`config.mk`:
```
export PLATFORM = sky130hd
export DESIGN_NAME = dfff_fifo
export DESIGN_NICKNAME = d
export VERILOG_FILES = /design/src/rtl/dfff_pkg.sv /design/src/rtl/dfff_fifo.sv
export SDC_FILE = /design/constraint.sdc
export NUM_CORES = 1
export LEC_CHECK = 0
export BUFFER_PORTS_ARGS = -buffer_cell sky130_fd_sc_hd__buf_2
export CORE_UTILIZATION = 61
export CTS_BUF_LIST = sky130_fd_sc_hd__clkbuf_16
export DETAILED_ROUTE_END_ITERATION = 8
export HOLD_SLACK_MARGIN = 0.06
export PLACE_DENSITY = 0.93
export SYNTH_ARGS = -nofsm -noshare
export SYNTH_HDL_FRONTEND = slang
export SYNTH_SLANG_ARGS = --single-unit
```
`constraint.sdc`:
```
create_clock -name clock -period 27.9 [get_ports clock]
set_clock_uncertainty 0.1 [all_clocks]
set_input_delay 8.37 -clock clock [delete_from_list [all_inputs] [get_ports clock]]
set_output_delay 8.37 -clock clock [all_outputs]
set_load 0.02 [all_outputs]
```
`src/rtl/dfff_pkg.sv`:
```
// Shared types, constants and helpers for the distance field follow force block.
// Used by every module under rtl; depends on nothing.
package dfff_pkg;

   // Fixed point format and vector sizes
   localparam int DIM       = 3;
   localparam int NCOMP     = 3;
   localparam int FRAC_BITS = 16;
   localparam int DW        = 32;

   // Datapath widths: signed working width, multiplier operand magnitudes
   localparam int W   = 52;
   localparam int AMW = 36;
   localparam int BMW = 32;
   localparam int PW  = AMW + BMW;
   localparam int BW  = BMW + 1;
   localparam int DVW = DW + FRAC_BITS;
   localparam int IDXW = (DIM > 2) ? $clog2(DIM) : 1;

   // Stream widths
   localparam int IN_W  = 3 * NCOMP * DW;
   localparam int OUT_W = NCOMP * DW;

   // Input queue
   localparam int QDEPTH = 4;
   localparam int QPW    = $clog2(QDEPTH);

   // Configuration register indexes
   localparam int CSR_IW = 3;
   localparam logic [CSR_IW-1:0] CSR_ENABLE  = 3'd0;
   localparam logic [CSR_IW-1:0] CSR_MIN     = 3'd1;
   localparam logic [CSR_IW-1:0] CSR_MAX     = 3'd2;
   localparam logic [CSR_IW-1:0] CSR_ORT     = 3'd3;
   localparam logic [CSR_IW-1:0] CSR_TAN     = 3'd4;
   localparam logic [CSR_IW-1:0] CSR_OVERALL = 3'd5;

   localparam logic [FRAC_BITS:0] ONE_Q = {1'b1, {FRAC_BITS{1'b0}}};

   typedef logic [NCOMP-1:0][DW-1:0] vec_type;

   typedef struct packed {
      vec_type field;
      vec_type vel;
      vec_type force_in;
      logic    last;
   } item_type;

   typedef struct packed {
      logic          enable;
      logic [30:0]   min_dist;
      logic [30:0]   max_dist;
      logic [DW-1:0] ort_gain;
      logic [DW-1:0] tan_gain;
      logic [DW-1:0] overall_gain;
   } cfg_type;

   // Magnitude of a signed 32-bit value, as unsigned
   function automatic logic [DW-1:0] mag32(input logic [DW-1:0] v);
      mag32 = v[DW-1] ? (~v + 1'b1) : v;
   endfunction

   // Sign-extend a 32-bit value to the working width
   function automatic logic signed [W-1:0] sx_w(input logic [DW-1:0] v);
      sx_w = W'($signed(v));
   endfunction

   // Sign-extend a 32-bit value to the multiplier B width
   function automatic logic signed [BW-1:0] sx_b(input logic [DW-1:0] v);
      sx_b = BW'($signed(v));
   endfunction

endpackage

```
`src/rtl/dfff_fifo.sv`:
```
// Short queue between the input stage and the compute engine.
// Depends on dfff_pkg.
module dfff_fifo import dfff_pkg::*; (
   input  logic     clock,
   input  logic     reset,
   input  logic     push,
   input  item_type push_item,
   output logic     full,
   input  logic     pop,
   output item_type pop_item,
   output logic     empty
);

   item_type         mem_ff [QDEPTH];
   logic [QPW-1:0]   wr_ptr_ff;
   logic [QPW-1:0]   rd_ptr_ff;
   logic [QPW:0]     count_ff;

   assign full     = (count_ff == (QPW+1)'(QDEPTH));
   assign empty    = (count_ff == '0);
   assign pop_item = mem_ff[rd_ptr_ff];

   // Advance pointers and count
   always_ff @(posedge clock) begin
      if (reset) begin
         wr_ptr_ff <= '0;
         rd_ptr_ff <= '0;
         count_ff  <= '0;
      end else begin
         if (push) wr_ptr_ff <= wr_ptr_ff + 1'b1;
         if (pop)  rd_ptr_ff <= rd_ptr_ff + 1'b1;
         if (push && !pop)      count_ff <= count_ff + 1'b1;
         else if (pop && !push) count_ff <= count_ff - 1'b1;
      end
      if (push) mem_ff[wr_ptr_ff] <= push_item;
   end

endmodule

```
==> impl_metrics.env, run 1 <==
export IMPL_grt_pass1_vias=21400
export IMPL_drtAntennaViolNets=0
export IMPL_drv_cap=0
export IMPL_portBuffers=583
export IMPL_slew_limit_headroom_pct=22.8
export IMPL_placed_cells=2968
export IMPL_drive_gt1_share_pct=46.2
export IMPL_reg2reg_from="wr_ptr_ff[0]"
export IMPL_setup_viol=0
export IMPL_avgSynthCellArea_um2=27.1
export IMPL_status="finished, final reports clean"
export IMPL_synthDistinctLibCells=20
export IMPL_netlist_area_leader_share_pct=82.4
export IMPL_clkSinkCount=1165
export IMPL_flow_area_growth_from_synthesis_pct=17.7
export IMPL_overflow=0
export IMPL_path_delay_family="buffers and inverters"
export IMPL_min_to="rd_ptr_ff[1]"
export IMPL_grt_pass1_wl_um=143000
export IMPL_clk_latency_ns=0.66
export IMPL_stdcell_count=3206
export IMPL_root_buffer="clkbuf_16"
export IMPL_htree_levels=3
export IMPL_post_cts_setup_buffer_count=0
export IMPL_dr_pass1_iters=5
export IMPL_path_cells="buf_4 -> buf_4 -> mux4_2 -> buf_2"
export IMPL_period_share_pct=45.5
export IMPL_grt_max_degree=110
export IMPL_cp_required_ns=19.43
export IMPL_clock_path_buffers=3
export IMPL_critical_path_buf_inv_count=3
export IMPL_fin_area_mm2=0.0496
export IMPL_die_y_um=265
export IMPL_cp_common_cell="buf_4"
export IMPL_hold_buffers=0
export IMPL_r2r_slack_ns=24.11
export IMPL_routedWlPerCell_um=31.5
export IMPL_max_freq_ghz=0.0788
export IMPL_cpPeakStageDelay_ns=0.92
export IMPL_min_from="rd_ptr_ff[1]"
export IMPL_tns_ns=0
export IMPL_rsz0062_at_grt="no"
export IMPL_hold_path_depth=2
export IMPL_report_final_slew_viol_count=0
export IMPL_netlist_area_mm2=0.0421
export IMPL_r2r_cells=5
export IMPL_rr_endpoint="mem_ff[0][259]"
export IMPL_place_gp_congestion=0.847
export IMPL_syn_inst=1553
export IMPL_fin_util_pct=73.2
export IMPL_die_area_mm2=0.0701
export IMPL_worstHoldPathType="register to register"
export IMPL_drc=0
export IMPL_cts_made_buffers=108
export IMPL_vias=20300
export IMPL_critPathMaxFanout=55
export IMPL_ys_ff_latch=1165
export IMPL_place_area_mm2=0.0459
export IMPL_antenna_found_initial=45
export IMPL_ys_warnings_count=0
export IMPL_cts_tree="done"
export IMPL_dp_hpwl_um=60000
export IMPL_worst_setup_path_end_kind="primary output"
export IMPL_finalPower_mw=3.96
export IMPL_coreArea_mm2=0.0678
export IMPL_worst_slew_pin_slew_ns=1.16
export IMPL_cp_arrival_ns=4.21
export IMPL_peakVddDrop_v=0.0000691
export IMPL_dieWidth_um=265
export IMPL_hold_violations=0
export IMPL_avgViaCountPerCell=6.34
export IMPL_final_min_clock_period_ns=12.68
export IMPL_yosysTopAreaCell="edfxtp_1"
export IMPL_rows=95
export IMPL_start_util_pct=62.2
export IMPL_cts_clk_slew_worst_paths_ns=0.06
export IMPL_slowest_stage="dfxtp_4"
export IMPL_synth_nets=1852
export IMPL_num_io_pins=584
export IMPL_p_leak_nw=16.6
export IMPL_startpoint_type="register"
export IMPL_drt_iter0_markers=2286
export IMPL_yosysSeqAreaShare_pct=82.8
export IMPL_nNetsFinal=2504
export IMPL_totalWireLength_um=101000
export IMPL_critical_path_class="register to primary output"
export IMPL_synthTopCellsByArea="edfxtp_1 82%, mux4_2 15%, buf_6 0.67%, dfxtp_1 0.43%, buf_2 0.36%"
export IMPL_grt_usage_pct=28.7
export IMPL_cts_resized=0
export IMPL_p_per_area_mw_per_mm2=79.8
## cells by family after synthesis
kind of cell / Yosys count / synth area share [%]
flip-flops: 1165 / 82.8
multiplexers: 291 / 15.5
buffers and inverters: 69 / 1.15
AND/OR/NAND/NOR: 15 / 0.175
adder cells (fa/ha/maj): 6 / 0.196
XOR/XNOR: 5 / 0.104
AO/OA/AOI/OAI: 2 / 0.0237
## layout by cell type, fill, tap and decap left out, types with 5 or more instances in the layout
| master | count |
|---|---|
| edfxtp_1 | 1156 |
| buf_2 | 583 |
| mux4_2 | 289 |
| clkbuf_16 | 110 |
| diode_2 | 42 |
| clkinv_1 | 24 |
| buf_4 | 23 |
| clkinv_2 | 20 |
| inv_1 | 19 |
| bufinv_16 | 14 |
| nor2_1 | 7 |
| clkinvlp_4 | 7 |
| dfxtp_1 | 7 |
| ha_1 | 5 |
## per-layer routing
metal	up-vias	track usage (%)	wire, um
met2	1373	48.7	53400
met4	18	14.7	4950
met3	307	8.56	9800
li1	8112	-	-
met5	-	0	132
met1	10500	33.5	32800
## power breakdown
part | switching [mW] | leakage [nW] | internal (mW)
combinational | 0.266 | 4.13 | 0.158
clock | 0.637 | 1.81 | 0.849
sequential | 0.0312 | 10.7 | 2.01
## through the flow
| step | setup WS, ns | hold WS [ns] |
|---|---|---|
| after detailed placement | 15.80 | 0.439 |
| after global routing | 14.82 | 0.496 |
| after CTS | 15.07 | 0.476 |
| final | 15.22 | 0.475 |
| after global placement | 15.91 | 0.375 |
| after floorplan | 12.22 | 0.366 |
## final cells by class
| cell class | count | area, um^2 |
|---|---|---|
| Fill cell | 3528 | 18200 |
| Multi-Input combinational cell | 319 | 6750 |
| Clock inverter | 86 | 852 |
| Inverter | 4 | 15.0 |
| Timing Repair Buffer | 607 | 3110 |
| Clock buffer | 110 | 2750 |
| Antenna cell | 42 | 105 |
| Sequential cell | 1165 | 34900 |
| Tap cell | 873 | 1090 |
## cell usage after synthesis
master	count
edfxtp_1	1156
mux4_2	289
buf_2	30
buf_6	25
clkbuf_1	10
dfxtp_1	9
nor2_1	7
ha_1	5
and2_1	4
inv_1	4
xor2_1	3
mux2i_1	2
xnor2_1	2
a21oi_1	1
fa_1	1
nand2_1	1
nor3_1	1
nor3b_1	1
o21ai_0	1
or3_1	1
## worst min-delay path: stages (launching register included)
cell,delay (ns)
dfxtp_1,0.34
xor2_1,0.07
nor2_1,0.11
## registers in the layout, summed over array words and instances (netlist names), named ones only
| signal | cells |
|---|---|
| count_ff | 3 |
| mem_ff | 1156 |
| rd_ptr_ff | 2 |
| wr_ptr_ff | 2 |
## how the worst max path moves through the flow
stage                         from             to  slack (ns)  cells past startpoint
final                     register  pop_item[196]       15.22                      4
after global routing      register  pop_item[196]       14.82                      4
after CTS                 register  pop_item[196]       15.07                      4
after detailed placement  register  pop_item[200]       15.80                      4
after global placement    register  pop_item[196]       15.91                      4
after floorplan               push   mem_ff[0][0]       12.22                      1
(Power assumes the default switching activity.)
==> inputs of run 2 (changes only) <==
--- a/config.mk
+++ b/config.mk
@@ -6,11 +6,11 @@
 export NUM_CORES = 1
 export LEC_CHECK = 0
 export BUFFER_PORTS_ARGS = -buffer_cell sky130_fd_sc_hd__buf_2
-export CORE_UTILIZATION = 61
+export CORE_UTILIZATION = 51
 export CTS_BUF_LIST = sky130_fd_sc_hd__clkbuf_16
 export DETAILED_ROUTE_END_ITERATION = 8
 export HOLD_SLACK_MARGIN = 0.06
-export PLACE_DENSITY = 0.93
+export PLACE_DENSITY = 0.84
 export SYNTH_ARGS = -nofsm -noshare
 export SYNTH_HDL_FRONTEND = slang
 export SYNTH_SLANG_ARGS = --single-unit
==> constraint.sdc (replaced) <==
create_clock -name clock -period 10.8 [get_ports clock]
set_clock_uncertainty 0.1 [all_clocks]
set_input_delay 3.24 -clock clock [delete_from_list [all_inputs] [get_ports clock]]
set_output_delay 3.24 -clock clock [all_outputs]
set_load 0.02 [all_outputs]
==> run 2 against run 1 <==
Compared with the run above:
- final area up 0.34%
- core utilization down 12 points
- sequential power rose to 2.6 times the previous value
- global-route usage down 8.7 points
- register-to-register slack worse by 16 ns
- worst hold slack worse by 0.054 ns
- total power rose to 2.5 times the previous value
==> impl_metrics.env, run 2 (synthesis gave the netlist of run 1 again) <==
export IMPL_status="finished, final reports clean"
export IMPL_regMostFlops="mem_ff"
export IMPL_final_cell_mix="1156 x edfxtp_1, 583 x buf_2, 289 x mux4_2"
export IMPL_period_share_pct=64.8
export IMPL_p_leak_nw=16.6
export IMPL_cp_arrival_ns=3.66
export IMPL_die_y_um=289
export IMPL_portBuffers=583
export IMPL_num_io_pins=584
export IMPL_grt_max_degree=148
export IMPL_mostFrequentLayoutCell="edfxtp_1"
export IMPL_clkSinkCount=1165
export IMPL_tns_ns=0
export IMPL_max_freq_ghz=0.143
export IMPL_worst_slew_pin_slew_ns=1.22
export IMPL_grt_usage_pct=20.1
export IMPL_p_per_area_mw_per_mm2=202
export IMPL_hold_violations=0
export IMPL_grt_pass1_vias=20100
export IMPL_start_util_pct=51.5
export IMPL_whs_ns=0.421
export IMPL_htree_levels=3
export IMPL_cts_tree="done"
export IMPL_fillers=5358
export IMPL_peakVddDrop_v=0.000174
export IMPL_startpoint_type="register"
export IMPL_antenna_found_initial=33
export IMPL_place_gp_congestion=0.802
export IMPL_drive_gt1_share_pct=45.7
export IMPL_largestRegisters="mem_ff (1156), count_ff (3)"
export IMPL_clock_path_buffers=3
export IMPL_routedWlPerCell_um=25.6
export IMPL_cp_required_ns=7.46
export IMPL_critical_path_class="register to primary output"
export IMPL_fin_util_pct=60.8
export IMPL_drt_iter0_markers=1559
export IMPL_post_cts_setup_buffer_count=0
export IMPL_rows=105
export IMPL_dr_pass1_iters=5
export IMPL_drc=0
export IMPL_dpl_worst_slack_ns=4.50
export IMPL_slew_limit_headroom_pct=18.4
export IMPL_worstHoldPathType="register to register"
export IMPL_coreArea_mm2=0.0818
export IMPL_largest_reg_flops=1156
export IMPL_cts_clk_slew_worst_paths_ns=0.06
export IMPL_report_final_slew_viol_count=0
export IMPL_root_buffer="clkbuf_16"
export IMPL_drv_cap=0
export IMPL_worst_setup_path_end_kind="primary output"
export IMPL_finalWorstSetupSlack_ns=3.80
export IMPL_flow_area_growth_from_synthesis_pct=18.1
export IMPL_clk_latency_ns=0.68
export IMPL_final_min_clock_period_ns=7.00
export IMPL_setup_viol=0
export IMPL_critPathMaxFanout=103
export IMPL_cts_resized=0
export IMPL_totalWireLength_um=86600
export IMPL_overflow=0
export IMPL_rsz0062_at_grt="no"
export IMPL_hold_buffers=0
export IMPL_drtAntennaViolNets=0
export IMPL_grt_pass1_wl_um=124000
export IMPL_dieWidth_um=289
export IMPL_avgViaCountPerCell=5.69
export IMPL_vias=19200
export IMPL_cts_made_buffers=109
export IMPL_die_area_mm2=0.0837
export IMPL_nNetsFinal=2500
export IMPL_dp_hpwl_um=52000
-- run 2: changes by cell type in the layout (fill, tap and decap cells not counted), sizes merged --
cell	change
diode	-20
clkinv	+9
clkinvlp	-6
buf	-5
inv	+4
bufinv	-3
-- run 2: layout make-up --
cell class / count / area [um^2] / share of cell area, %
Tap cell: 1070 / 1340 / 2.69
Multi-Input combinational cell: 319 / 6750 / 13.6
Inverter: 4 / 15.0 / 0.0302
Sequential cell: 1165 / 34900 / 70.2
Clock inverter: 90 / 785 / 1.58
Antenna cell: 22 / 55.1 / 0.111
Timing Repair Buffer: 602 / 3150 / 6.33
Clock buffer: 110 / 2750 / 5.53
-- run 2: routing by layer --
| metal | vias up | track usage, % | wire (um) |
|---|---|---|---|
| met5 | - | 0 | 184 |
| met4 | 26 | 6.43 | 2390 |
| met3 | 189 | 6.13 | 7520 |
| met2 | 838 | 34.5 | 45400 |
| met1 | 10100 | 24.2 | 31000 |
| li1 | 8086 | - | - |
-- run 2: through the flow --
stage                     cells  power (mW)  instance area [um^2]
after global placement     3160        6.38                 46200
after global routing       3370        10.4                 49700
after CTS                  3360        10.1                 49700
final                      3382        10.1                 49700
after detailed placement   3160        6.42                 46200
after floorplan            1553        6.08                 42100
-- run 2: worst max-delay path, stage by stage, from the launching register on --
cell and delay, ns:
dfxtp_4 0.66, buf_12 0.56, buf_4 0.64, mux4_2 0.64, buf_2 0.19
-- run 2: report_power, final --
part           switching (mW)  leakage (nW)  internal [mW]  total (mW)
combinational           0.654          4.13          0.411        1.06
sequential             0.0617          10.7           5.20        5.26
clock                    1.61          1.80           2.12        3.72
total                    2.32          16.6           7.73        10.1
-- run 2: path summary, 6_finish.rpt --
kind,start,end,depth (start not counted),slack (ns)
min,count_ff[2],count_ff[2],2,0.42
min reg2reg,count_ff[2],count_ff[2],2,0.42
max,register,pop_item[288],4,3.80
max reg2reg,wr_ptr_ff[1],mem_ff[1][279],4,7.94
