`config.mk`:
```
export PLATFORM = sky130hd
export DESIGN_NAME = dfff_front
export DESIGN_NICKNAME = d
export VERILOG_FILES = /design/src/rtl/dfff_pkg.sv /design/src/rtl/dfff_front.sv
export SDC_FILE = /design/constraint.sdc
export NUM_CORES = 1
export LEC_CHECK = 0
export BUFFER_PORTS_ARGS = -buffer_cell sky130_fd_sc_hd__buf_2
export CORE_AREA = 2 2 227 229
export DETAILED_ROUTE_END_ITERATION = 7
export DIE_AREA = 0 0 229 231
export REMOVE_ABC_BUFFERS = 1
export SYNTH_ARGS = -nofsm -noshare
export SYNTH_HDL_FRONTEND = slang
export SYNTH_SLANG_ARGS = --single-unit
```
`constraint.sdc`:
```
create_clock -name clock -period 9.6 [get_ports clock]
set_clock_uncertainty 0.15 [all_clocks]
set_input_delay 0.48 -clock clock [delete_from_list [all_inputs] [get_ports clock]]
set_output_delay 0.48 -clock clock [all_outputs]
set_load 0.02 [all_outputs]
```
`src/rtl/dfff_pkg.sv`:
```
// Shared types, constants and helpers for the distance field follow force block.
// Used by every module under rtl; depends on nothing.
package dfff_pkg;

   // Fixed point format and vector sizes
   localparam int DIM       = 3;
   localparam int NCOMP     = 3;
   localparam int FRAC_BITS = 16;
   localparam int DW        = 32;

   // Datapath widths: signed working width, multiplier operand magnitudes
   localparam int W   = 52;
   localparam int AMW = 36;
   localparam int BMW = 32;
   localparam int PW  = AMW + BMW;
   localparam int BW  = BMW + 1;
   localparam int DVW = DW + FRAC_BITS;
   localparam int IDXW = (DIM > 2) ? $clog2(DIM) : 1;

   // Stream widths
   localparam int IN_W  = 3 * NCOMP * DW;
   localparam int OUT_W = NCOMP * DW;

   // Input queue
   localparam int QDEPTH = 4;
   localparam int QPW    = $clog2(QDEPTH);

   // Configuration register indexes
   localparam int CSR_IW = 3;
   localparam logic [CSR_IW-1:0] CSR_ENABLE  = 3'd0;
   localparam logic [CSR_IW-1:0] CSR_MIN     = 3'd1;
   localparam logic [CSR_IW-1:0] CSR_MAX     = 3'd2;
   localparam logic [CSR_IW-1:0] CSR_ORT     = 3'd3;
   localparam logic [CSR_IW-1:0] CSR_TAN     = 3'd4;
   localparam logic [CSR_IW-1:0] CSR_OVERALL = 3'd5;

   localparam logic [FRAC_BITS:0] ONE_Q = {1'b1, {FRAC_BITS{1'b0}}};

   typedef logic [NCOMP-1:0][DW-1:0] vec_type;

   typedef struct packed {
      vec_type field;
      vec_type vel;
      vec_type force_in;
      logic    last;
   } item_type;

   typedef struct packed {
      logic          enable;
      logic [30:0]   min_dist;
      logic [30:0]   max_dist;
      logic [DW-1:0] ort_gain;
      logic [DW-1:0] tan_gain;
      logic [DW-1:0] overall_gain;
   } cfg_type;

   // Magnitude of a signed 32-bit value, as unsigned
   function automatic logic [DW-1:0] mag32(input logic [DW-1:0] v);
      mag32 = v[DW-1] ? (~v + 1'b1) : v;
   endfunction

   // Sign-extend a 32-bit value to the working width
   function automatic logic signed [W-1:0] sx_w(input logic [DW-1:0] v);
      sx_w = W'($signed(v));
   endfunction

   // Sign-extend a 32-bit value to the multiplier B width
   function automatic logic signed [BW-1:0] sx_b(input logic [DW-1:0] v);
      sx_b = BW'($signed(v));
   endfunction

endpackage

```
`src/rtl/dfff_front.sv`:
```
// Input stage: takes stream transfers, unpacks them into queue items.
// Depends on dfff_pkg.
module dfff_front import dfff_pkg::*; (
   input  logic            clock,
   input  logic            reset,
   input  logic            req_tvalid,
   output logic            req_tready,
   // field_x, field_y, field_z, vel_x, vel_y, vel_z, force_in_x, force_in_y, force_in_z
   input  logic [IN_W-1:0] req_tdata,
   input  logic            req_tlast,
   output logic            push,
   output item_type        push_item,
   input  logic            full
);

   logic     valid_ff;
   item_type item_ff;
   item_type item_in;

   // Unpack the bus into an item
   always_comb begin
      for (int i = 0; i < NCOMP; i++) begin
         item_in.field[i]    = req_tdata[i*DW +: DW];
         item_in.vel[i]      = req_tdata[(NCOMP + i)*DW +: DW];
         item_in.force_in[i] = req_tdata[(2*NCOMP + i)*DW +: DW];
      end
      item_in.last = req_tlast;
   end

   assign push       = valid_ff && !full;
   assign req_tready = !valid_ff || !full;
   assign push_item  = item_ff;

   // Hold one item until the queue takes it
   always_ff @(posedge clock) begin
      if (reset) begin
         valid_ff <= 1'b0;
      end else if (req_tready) begin
         valid_ff <= req_tvalid;
      end
      if (req_tvalid && req_tready) begin
         item_ff <= item_in;
      end
   end

endmodule

```
==> results.yml, run 1 <==
setup_path:
  worst_path_dominant_cell_family: "buffers and inverters"
  crit_arrival_ns: 2.56
  critPathBufInv: 1
  critPathSlowestCell: "sky130_fd_sc_hd__buf_4"
  critical_path.endpoint_type: "flop"
  cp_slowest_stage_delay_ns: 0.88
  crit_path_start_kind: "flop"
  cp_cell_sequence: "nand2_1, and2_4, buf_4"
  crit_path_max_fanout: 83
  critPathKind: "reg2reg"
  crit_required_ns: 9.58
clocking:
  htreeDepth: 2
  clock-root-buffer: "sky130_fd_sc_hd__clkbuf_16"
  clock_sinks: 290
  cts_tree: "yes"
  ctsLongestPathBuffers: 3
  postCtsSetupRepairBufs: 0
  cts-buffers-inserted: 34
  post_cts_resized: 0
  worst_skew_pair.late_latency_ns: 0.51
  clk_transition_reported_paths_ns: 0.06
global_routing:
  gr-max-usage-layer: "met2"
  gr-usage-met2: 0.1981
  met1_routing_resource_usage_after_global_routing: 0.1188
  maximum_number_of_pins_on_one_net_before_global_route_repair: 153
  track_usage: 0.1130
  grt_first_pass_wirelength_um: 44280
  grt_util_met3: 0.04854
  grt-ovfl-total: 0
  first_global_vias: 7407
  initial_antenna_violation_count: 6
job:
  cap_viol_max_count: 0
timing:
  timing.final.hold_violations: 0
  least_margin_pin_slew_ns: 1.054
  setup_repair_after_global_routing_missed_its_margin: "false"
  fin_setup_tns_ns: 0
  worst_hold_slack_ns: 0.04451
  final_min_period_over_clock_period: 0.2687
  timing_max_transition_violations_final: 0
  min_period_ns: 2.579
  report.final.setup_viol: 0
  max_freq_mhz: 387.7
  slack_of_the_critical_path_ns: 7.021
  timing.slew.headroom: 0.2975
floorplanning:
  fp.dieH_um: 231
  die_width_um: 229
  io-pin-count: 584
  floorplan.die_area_um2: 52900
  design.core.area_um2: 50680
  placement_rows: 83
  initial_utilization: 0.1722
detailed_routing:
  post_drt_via_cell_ratio: 3.483
  drt-pass1-iter-count: 4
  drt_iter0_drc: 305
  detail_routed_net_length_per_standard_cell_um: 16.29
  ant_nets: 0
  routed_wl_um: 31200
  detailroute.via_count: 6669
  drt_drc_violations_left: 0
final_layout:
  area_growth_syn_to_layout_pct: 89.40
  final_net_count: 1498
  final-instance-count-excl-fill: 1915
  final_layout_size_suffix_gt1_frac: 0.5158
power:
  power.switching_uw: 719.3
  clkPwrFrac: 0.402
  netSwitchingFraction: 0.2302
  power_leakage_nw: 6.873
  finalPower_mw: 3.125
  comb_power_share: 0.116
  internal_power_mw: 2.406
  powerDensity_nw_per_um2: 189.1
  peakVddDrop_mv: 0.1572
  pwr-share-seq: 0.482
hold_path:
  min_path_type: "in2reg"
place:
  place_ws_ns: 6.722
  dp_cells: 1560
  detailedPlacementHpwl_um: 20840
  place.port_buffers: 583
  gpl.final_weighted_congestion: 0.8251
logic_synthesis:
  avgSynthCellArea_um2: 29.58
  dominant_synthesized_flop_cell: "sky130_fd_sc_hd__edfxtp_1"
  post-synth-top-area-cell: "sky130_fd_sc_hd__edfxtp_1"
  yosysWarningCount: 0
  ranking_of_synthesized_cells_by_area: "sky130_fd_sc_hd__edfxtp_1 99%, sky130_fd_sc_hd__dfxtp_1 0.23%, sky130_fd_sc_hd__and2b_2 0.10%"
  synthArstFlopShare: 0
  mapped_area_um2: 8726
  synth.top_cell.area_share: 0.9946
  synth-edff-count: 289
  yosys.cell_types.count: 7
  synth_cells: 295
  yosysMostFrequentCell: "sky130_fd_sc_hd__edfxtp_1"
  ys_seq_area_frac: 0.9968
  ff_latch_count_synth: 290
run_status:
  run_status: "complete, no violations"
[routing by layer]
layer | routed length, um | part of all wire
met4 | 893 | 0.029
met5 | 13 | 0.00042
met3 | 2862 | 0.092
met1 | 11310 | 0.36
met2 | 16120 | 0.52
[through the flow]
step                        util  instance area (um^2)
after floorplan                -                  8726
after global placement    0.2471                 12520
after detailed placement  0.2471                 12520
after CTS                 0.3255                 16500
after global routing      0.3260                 16520
final                     0.3261                 16530
[flip-flops by register name, indices dropped and copies added, names as in the netlist]
| name | flops |
|---|---|
| push_item | 289 |
| valid_ff | 1 |
[final timing paths]
kind / start / endpoint / slack (ns) / cells after the start
worst min-delay path: req_tvalid / valid_ff / 0.04 / 3
worst min register to register: valid_ff / valid_ff / 0.38 / 2
worst max-delay path: valid_ff / push_item[199] / 7.02 / 3
worst max register to register: valid_ff / push_item[199] / 7.02 / 3
[timing repair]
action	4_1_cts	5_1_grt
endpoints found under the setup margin	0	0
hold endpoints to repair	287	2
hold buffers	287	2
[power by group through the flow]
stage,clock network (mW),logic (mW),registers [mW]
after floorplan,0,0.0227,1.64
after global placement,0,0.262,1.53
after detailed placement,0,0.266,1.53
after CTS,1.31,0.360,1.51
after global routing,1.36,0.383,1.51
final,1.26,0.361,1.51
[logic make-up after synthesis]
group / count (synthesis) / synth area share
compound gates: 1 / 0.0005730
flops: 290 / 0.9968
simple gates: 4 / 0.002581
[worst register-to-register path, stage by stage, from the launching register on]
cell	delay [ns]
sky130_fd_sc_hd__dfxtp_1	0.32
sky130_fd_sc_hd__nand2_1	0.08
sky130_fd_sc_hd__and2_4	0.64
sky130_fd_sc_hd__buf_4	0.91
[layout by cell type (no fill, tap or decap)]
cell type	count
sky130_fd_sc_hd__clkinv_1	9
sky130_fd_sc_hd__buf_4	1
sky130_fd_sc_hd__bufinv_16	2
sky130_fd_sc_hd__buf_2	583
sky130_fd_sc_hd__inv_6	1
sky130_fd_sc_hd__edfxtp_1	289
sky130_fd_sc_hd__buf_12	1
sky130_fd_sc_hd__nor2_1	1
sky130_fd_sc_hd__clkbuf_1	5
sky130_fd_sc_hd__diode_2	4
sky130_fd_sc_hd__a21oi_1	1
sky130_fd_sc_hd__and2_4	1
sky130_fd_sc_hd__dlygate4sd3_1	289
sky130_fd_sc_hd__inv_8	1
sky130_fd_sc_hd__dfxtp_1	1
sky130_fd_sc_hd__clkinvlp_4	1
sky130_fd_sc_hd__clkinv_2	5
sky130_fd_sc_hd__clkinv_4	1
sky130_fd_sc_hd__clkbuf_16	37
sky130_fd_sc_hd__and2b_2	1
sky130_fd_sc_hd__nand2_1	1
[cell type report]
type	count	area, um^2
sequential	290	8698
timing repair buffer	874	5838
multi-input combinational	5	30.03
fill	4954	34150
clock buffer	42	944.7
tap	680	850.8
clock inverter	20	155.1
antenna	4	10.01
Power figures use the tool's default switching activity.
==> inputs of run 2 (changes only) <==
--- a/config.mk
+++ b/config.mk
@@ -5,10 +5,11 @@
 export SDC_FILE = /design/constraint.sdc
 export NUM_CORES = 1
 export LEC_CHECK = 0
+export ABC_AREA = 1
 export BUFFER_PORTS_ARGS = -buffer_cell sky130_fd_sc_hd__buf_2
-export CORE_AREA = 2 2 227 229
+export CORE_AREA = 2 2 229 231
 export DETAILED_ROUTE_END_ITERATION = 7
-export DIE_AREA = 0 0 229 231
+export DIE_AREA = 0 0 231 233
 export REMOVE_ABC_BUFFERS = 1
 export SYNTH_ARGS = -nofsm -noshare
 export SYNTH_HDL_FRONTEND = slang
==> constraint.sdc (replaced) <==
create_clock -name clock -period 2.15 [get_ports clock]
set_clock_uncertainty 0.15 [all_clocks]
set_input_delay 0.1075 -clock clock [delete_from_list [all_inputs] [get_ports clock]]
set_output_delay 0.1075 -clock clock [all_outputs]
set_load 0.02 [all_outputs]
==> results.yml, run 2 <==
final_layout:
  final_net_count: 1513
  post-route-util: 0.3225
  postLayoutCellArea_um2: 16480
  final-instance-count-excl-fill: 1921
  final_layout_size_suffix_gt1_frac: 0.5194
  layout.cells.most_common: "sky130_fd_sc_hd__buf_2"
  area_growth_syn_to_layout_pct: 88.73
  largest_register_ffs: 289
  layout.cells.most_common_list: "583 x sky130_fd_sc_hd__buf_2, 292 x sky130_fd_sc_hd__dlygate4sd3_1, 289 x sky130_fd_sc_hd__edfxtp_1, 29 x sky130_fd_sc_hd__clkbuf_16, 14 x sky130_fd_sc_hd__buf_4"
clocking:
  cts_tree: "yes"
  cts-buffers-inserted: 29
  clk_transition_reported_paths_ns: 0.06
  postCtsSetupRepairBufs: 0
  post_cts_resized: 0
  htreeDepth: 1
  worst_skew_pair.late_latency_ns: 0.55
  ctsLongestPathBuffers: 3
  clock-root-buffer: "sky130_fd_sc_hd__clkbuf_16"
  clock_sinks: 290
floorplanning:
  io-pin-count: 584
  fp.dieH_um: 233
  design.core.area_um2: 51090
  die_width_um: 231
  placement_rows: 83
  floorplan.die_area_um2: 53820
  initial_utilization: 0.1709
setup_path:
  cp_cell_sequence: "a21oi_4, buf_12, buf_12"
  crit_path_max_fanout: 59
  critPathBufInv: 2
  crit_arrival_ns: 1.70
  critPathSlowestCell: "sky130_fd_sc_hd__dfxtp_1"
  worst_path_dominant_cell_family: "buffers and inverters"
  crit_path_start_kind: "flop"
  crit_path_frequent_cell: "sky130_fd_sc_hd__buf_12"
  crit_required_ns: 2.22
  critPathKind: "reg2reg"
  critical_path.endpoint_type: "flop"
  cp_slowest_stage_delay_ns: 0.35
timing:
  report.final.setup_viol: 0
  timing.final.hold_violations: 0
  final_min_period_over_clock_period: 0.7570
  timing.slew.headroom: 0.7807
  worst_hold_slack_ns: 0.03817
  max_freq_mhz: 614.4
  slack_of_the_critical_path_ns: 0.5223
  setup_repair_after_global_routing_missed_its_margin: "false"
  min_period_ns: 1.628
  least_margin_pin_slew_ns: 0.3290
  timing_max_transition_violations_final: 0
global_routing:
  initial_antenna_violation_count: 2
  grt-ovfl-total: 0
  maximum_number_of_pins_on_one_net_before_global_route_repair: 60
  track_usage: 0.1025
  first_global_vias: 7268
  grt_first_pass_wirelength_um: 41720
logic_synthesis:
  yosys.cell_types.count: 7
  largest_family_of_logic_cells_by_synthesized_area: "compound AO/OA/AOI/OAI gates"
  ys_seq_area_frac: 0.9964
  avgSynthCellArea_um2: 29.49
  synth_commonest_cells: "289 x sky130_fd_sc_hd__edfxtp_1, 2 x sky130_fd_sc_hd__inv_1"
  synth_simple_gate_area_share: 0.001147
  yosysMostFrequentCell: "sky130_fd_sc_hd__edfxtp_1"
  synthArstFlopShare: 0
  synth_mux_area_frac: 0
  synth-edff-count: 289
  synth.top_cell.area_share: 0.9941
  ff_latch_count_synth: 290
  synth-adder-area-share: 0
  mapped_area_um2: 8730
  yosysWarningCount: 0
  yosys.area_share.xor_xnor: 0
  synth_compound_area_frac: 0.001577
  ranking_of_synthesized_cells_by_area: "sky130_fd_sc_hd__edfxtp_1 99%, sky130_fd_sc_hd__dfxtp_1 0.23%, sky130_fd_sc_hd__a21oi_2 0.10%"
  synth_cells: 296
  dominant_synthesized_flop_cell: "sky130_fd_sc_hd__edfxtp_1"
  post-synth-top-area-cell: "sky130_fd_sc_hd__edfxtp_1"
detailed_routing:
  drt_drc_violations_left: 0
  detailroute.via_count: 6685
  drt_iter0_drc: 186
  ant_nets: 0
  routed_wl_um: 29970
  post_drt_via_cell_ratio: 3.480
  drt-pass1-iter-count: 4
  detail_routed_net_length_per_standard_cell_um: 15.60
run_status:
  run_status: "complete, no violations"
place:
  dp_cells: 1577
  detailedPlacementHpwl_um: 20520
  place.port_buffers: 583
  place_ws_ns: 0.5354
  gpl.final_weighted_congestion: 0.7916
  placement.cell_area_um2: 12690
power:
  peakVddDrop_mv: 0.5299
  powerDensity_nw_per_um2: 788.1
  power_leakage_nw: 6.861
hold_path:
  min_path_type: "in2reg"
job:
  cap_viol_max_count: 0
## run 2: repair_timing
item                                    4_1_cts  5_1_grt
endpoints found under the setup margin        0        0
hold buffers                                292        0
endpoints found under the hold margin       323        0
## run 2: worst min-delay path, stage by stage
cell and delay (ns):
sky130_fd_sc_hd__buf_2 0.10, sky130_fd_sc_hd__inv_1 0.12, sky130_fd_sc_hd__a21oi_4 0.07, sky130_fd_sc_hd__buf_12 0.16
## run 2: cells by family (layout without fill, tap and decap cells)
kind of cell / count (synthesis) / in the layout
DFF: 290 / 290
AOI/OAI and AO/OA: 2 / 2
and+or+nand+nor: 2 / 2
buffers and inverters: 2 / 946
other: 0 / 1
## run 2: layout make-up
cell class                 instances  area [um^2]
antenna                            1        2.502
timing repair buffer             893         6026
tap                              680        850.8
clock buffer                      33        740.7
multi-input combinational          4        35.03
sequential                       290         8698
clock inverter                    18        115.1
fill                            4962        34620
inverter                           2        7.507
## run 2: final timing paths
kind / start / end / slack, ns / depth (start not counted)
min reg2reg: valid_ff / push_item[173] / 0.70 / 2
max reg2reg: valid_ff / push_item[129] / 0.52 / 3
max: valid_ff / push_item[129] / 0.52 / 3
min: req_tvalid / push_item[173] / 0.04 / 4
## run 2: per-layer routing
layer / track usage / vias to the layer above / part of all wire
li1: - / 3052 / -
met1: 0.09984 / 3209 / 0.34
met2: 0.1959 / 376 / 0.53
met3: 0.03897 / 46 / 0.10
met4: 0.03528 / 2 / 0.025
met5: 0 / - / 0.00030
## run 2: report_power, final
group	leakage, nW	switching [mW]	internal, mW
Combinational	3.64	0.876	0.777
Clock	0.419	2.04	2.57
Sequential	2.80	0.101	6.62
Total	6.86	3.02	9.97
## run 2: stage by stage
step / TNS (ns) / power [mW]
after floorplan: -3828.44 / 7.524
after global placement: 0 / 8.038
after detailed placement: 0 / 8.064
after CTS: 0 / 13.11
after global routing: 0 / 13.43
final: 0 / 12.99
==> inputs of run 3 (changes only) <==
--- a/config.mk
+++ b/config.mk
@@ -5,11 +5,11 @@
 export SDC_FILE = /design/constraint.sdc
 export NUM_CORES = 1
 export LEC_CHECK = 0
-export ABC_AREA = 1
+export ABC_AREA = 0
 export BUFFER_PORTS_ARGS = -buffer_cell sky130_fd_sc_hd__buf_2
-export CORE_AREA = 2 2 229 231
+export CORE_AREA = 2 2 227 229
 export DETAILED_ROUTE_END_ITERATION = 7
-export DIE_AREA = 0 0 231 233
+export DIE_AREA = 0 0 229 231
 export REMOVE_ABC_BUFFERS = 1
 export SYNTH_ARGS = -nofsm -noshare
 export SYNTH_HDL_FRONTEND = slang
==> constraint.sdc (replaced) <==
create_clock -name clock -period 1.5 [get_ports clock]
set_clock_uncertainty 0.15 [all_clocks]
set_input_delay 0.075 -clock clock [delete_from_list [all_inputs] [get_ports clock]]
set_output_delay 0.075 -clock clock [all_outputs]
set_load 0.02 [all_outputs]
==> results.yml, run 3 (synthesis gave the netlist of run 1 again) <==
clocking:
  htreeDepth: 1
  cts-buffers-inserted: 31
  worst_skew_pair.late_latency_ns: 0.56
  clock-root-buffer: "sky130_fd_sc_hd__clkbuf_16"
  ctsLongestPathBuffers: 3
  clock_sinks: 290
  cts_tree: "yes"
  clk_transition_reported_paths_ns: 0.07
detailed_routing:
  drt-pass1-iter-count: 4
  routed_wl_um: 32420
  drt_iter0_drc: 267
  detail_routed_net_length_per_standard_cell_um: 16.68
  post_drt_via_cell_ratio: 3.536
  detailroute.via_count: 6870
  ant_nets: 0
  drt_drc_violations_left: 0
floorplanning:
  die_width_um: 229
  placement_rows: 83
  design.core.area_um2: 50680
  io-pin-count: 584
  initial_utilization: 0.1722
  fp.dieH_um: 231
  floorplan.die_area_um2: 52900
hold_path:
  timing.hold.worst_path_depth: 2
  min_path_type: "in2reg"
power:
  peakVddDrop_mv: 0.9713
  finalPower_mw: 20.44
  powerDensity_nw_per_um2: 1198
  power_leakage_nw: 7.139
timing:
  least_margin_pin_slew_ns: 0.1968
  min_period_ns: 1.554
  report.final.setup_viol: 56
  timing.slew.headroom: 0.8688
  timing.final.hold_violations: 0
  final_min_period_over_clock_period: 1.036
  max_freq_mhz: 643.6
  timing_max_transition_violations_final: 0
  setup_repair_after_global_routing_missed_its_margin: "true"
  slack_of_the_critical_path_ns: -0.05369
setup_path:
  crit_path_start_kind: "flop"
  crit_path_max_fanout: 2
  r2r_cells: 4
  crit_arrival_ns: 1.33
  critPathKind: "reg2out"
  critical_path.endpoint_type: "primary output"
  crit_required_ns: 1.27
place:
  place_ws_ns: 0.02176
  detailedPlacementHpwl_um: 21990
  place.port_buffers: 583
  gpl.final_weighted_congestion: 0.8622
final_layout:
  final_layout_size_suffix_gt1_frac: 0.5289
  area_growth_syn_to_layout_pct: 95.58
  final_net_count: 1530
  layout.cells.most_common_list: "582 x sky130_fd_sc_hd__buf_2, 292 x sky130_fd_sc_hd__dlygate4sd3_1, 289 x sky130_fd_sc_hd__edfxtp_1, 37 x sky130_fd_sc_hd__clkbuf_16, 11 x sky130_fd_sc_hd__buf_6"
  layout.cells.most_common: "sky130_fd_sc_hd__buf_2"
  final-seq-area_um2: 8700
  multi_input_comb_area_um2: 30.03
  num-fill-cells: 4840
  largest_register_ffs: 289
global_routing:
  grt_first_pass_wirelength_um: 44120
  track_usage: 0.1112
  maximum_number_of_pins_on_one_net_before_global_route_repair: 42
  initial_antenna_violation_count: 12
  first_global_vias: 7400
  grt-ovfl-total: 0
run_status:
  violations: "negative setup slack"
  run_status: "finished with violations"
job:
  cap_viol_max_count: 0
==> run 3: worst max-delay path: stages (launching register included) <==
cell	delay [ns]
sky130_fd_sc_hd__dfxtp_2	0.33
sky130_fd_sc_hd__buf_6	0.11
sky130_fd_sc_hd__and2b_2	0.19
sky130_fd_sc_hd__buf_6	0.13
==> run 3: cell type report <==
type / count / area share
clock inverters: 22 / 0.01877
flip-flops and latches: 290 / 0.5097
diodes: 2 / 0.0002933
well taps: 680 / 0.04985
multi-input cells: 5 / 0.001760
repair buffers: 909 / 0.3732
clock buffers: 35 / 0.04633
==> run 3: path summary, 6_finish.rpt <==
path         slack, ns        endpoint      startpoint
min               0.07   push_item[37]  req_tdata[228]
max reg2reg      -0.04  push_item[138]        valid_ff
min reg2reg       0.58        valid_ff        valid_ff
max              -0.05            push        valid_ff
==> run 3: where the power goes <==
group / total (mW) / switching [mW] / leakage (nW) / internal (mW)
clock: 8.28 / 3.13 / 0.538 / 5.16
sequential: 9.62 / 0.134 / 2.80 / 9.49
combinational: 2.54 / 1.32 / 3.80 / 1.22
total: 20.4 / 4.58 / 7.14 / 15.9
==> run 3: what timing repair did <==
item                                    CTS  global route
gates cloned                              0             8
buffers inserted                          1             2
gates resized for setup                   5            12
hold buffers                            292             0
endpoints found under the hold margin   298             0
endpoints found under the setup margin    6           140
pin swaps                                 1             0
==> run 3: layer usage <==
metal / routed length (um) / share of wire / vias to the layer above / track usage
met5: 27 / 0.00083 / - / 0
li1: - / - / 3107 / -
met2: 16740 / 0.52 / 402 / 0.2034
met4: 927 / 0.029 / 4 / 0.04261
met3: 2444 / 0.075 / 58 / 0.02903
met1: 12280 / 0.38 / 3299 / 0.1230
==> run 3: through the flow <==
step	instance area [um^2]	utilization	TNS [ns]	hold WS (ns)	instances
2_1_floorplan	8726	-	-1855.99	-0.002617	295
4_1_cts	16820	0.3318	-0.06831	0.02244	1931
3_3_place_gp	12760	0.2517	0	0.1009	1581
5_1_grt	17060	0.3367	-10.48	0.05056	1942
3_5_place_dp	12760	0.2517	0	0.1030	1581
6_report	17070	0.3368	-0.9929	0.07055	1943
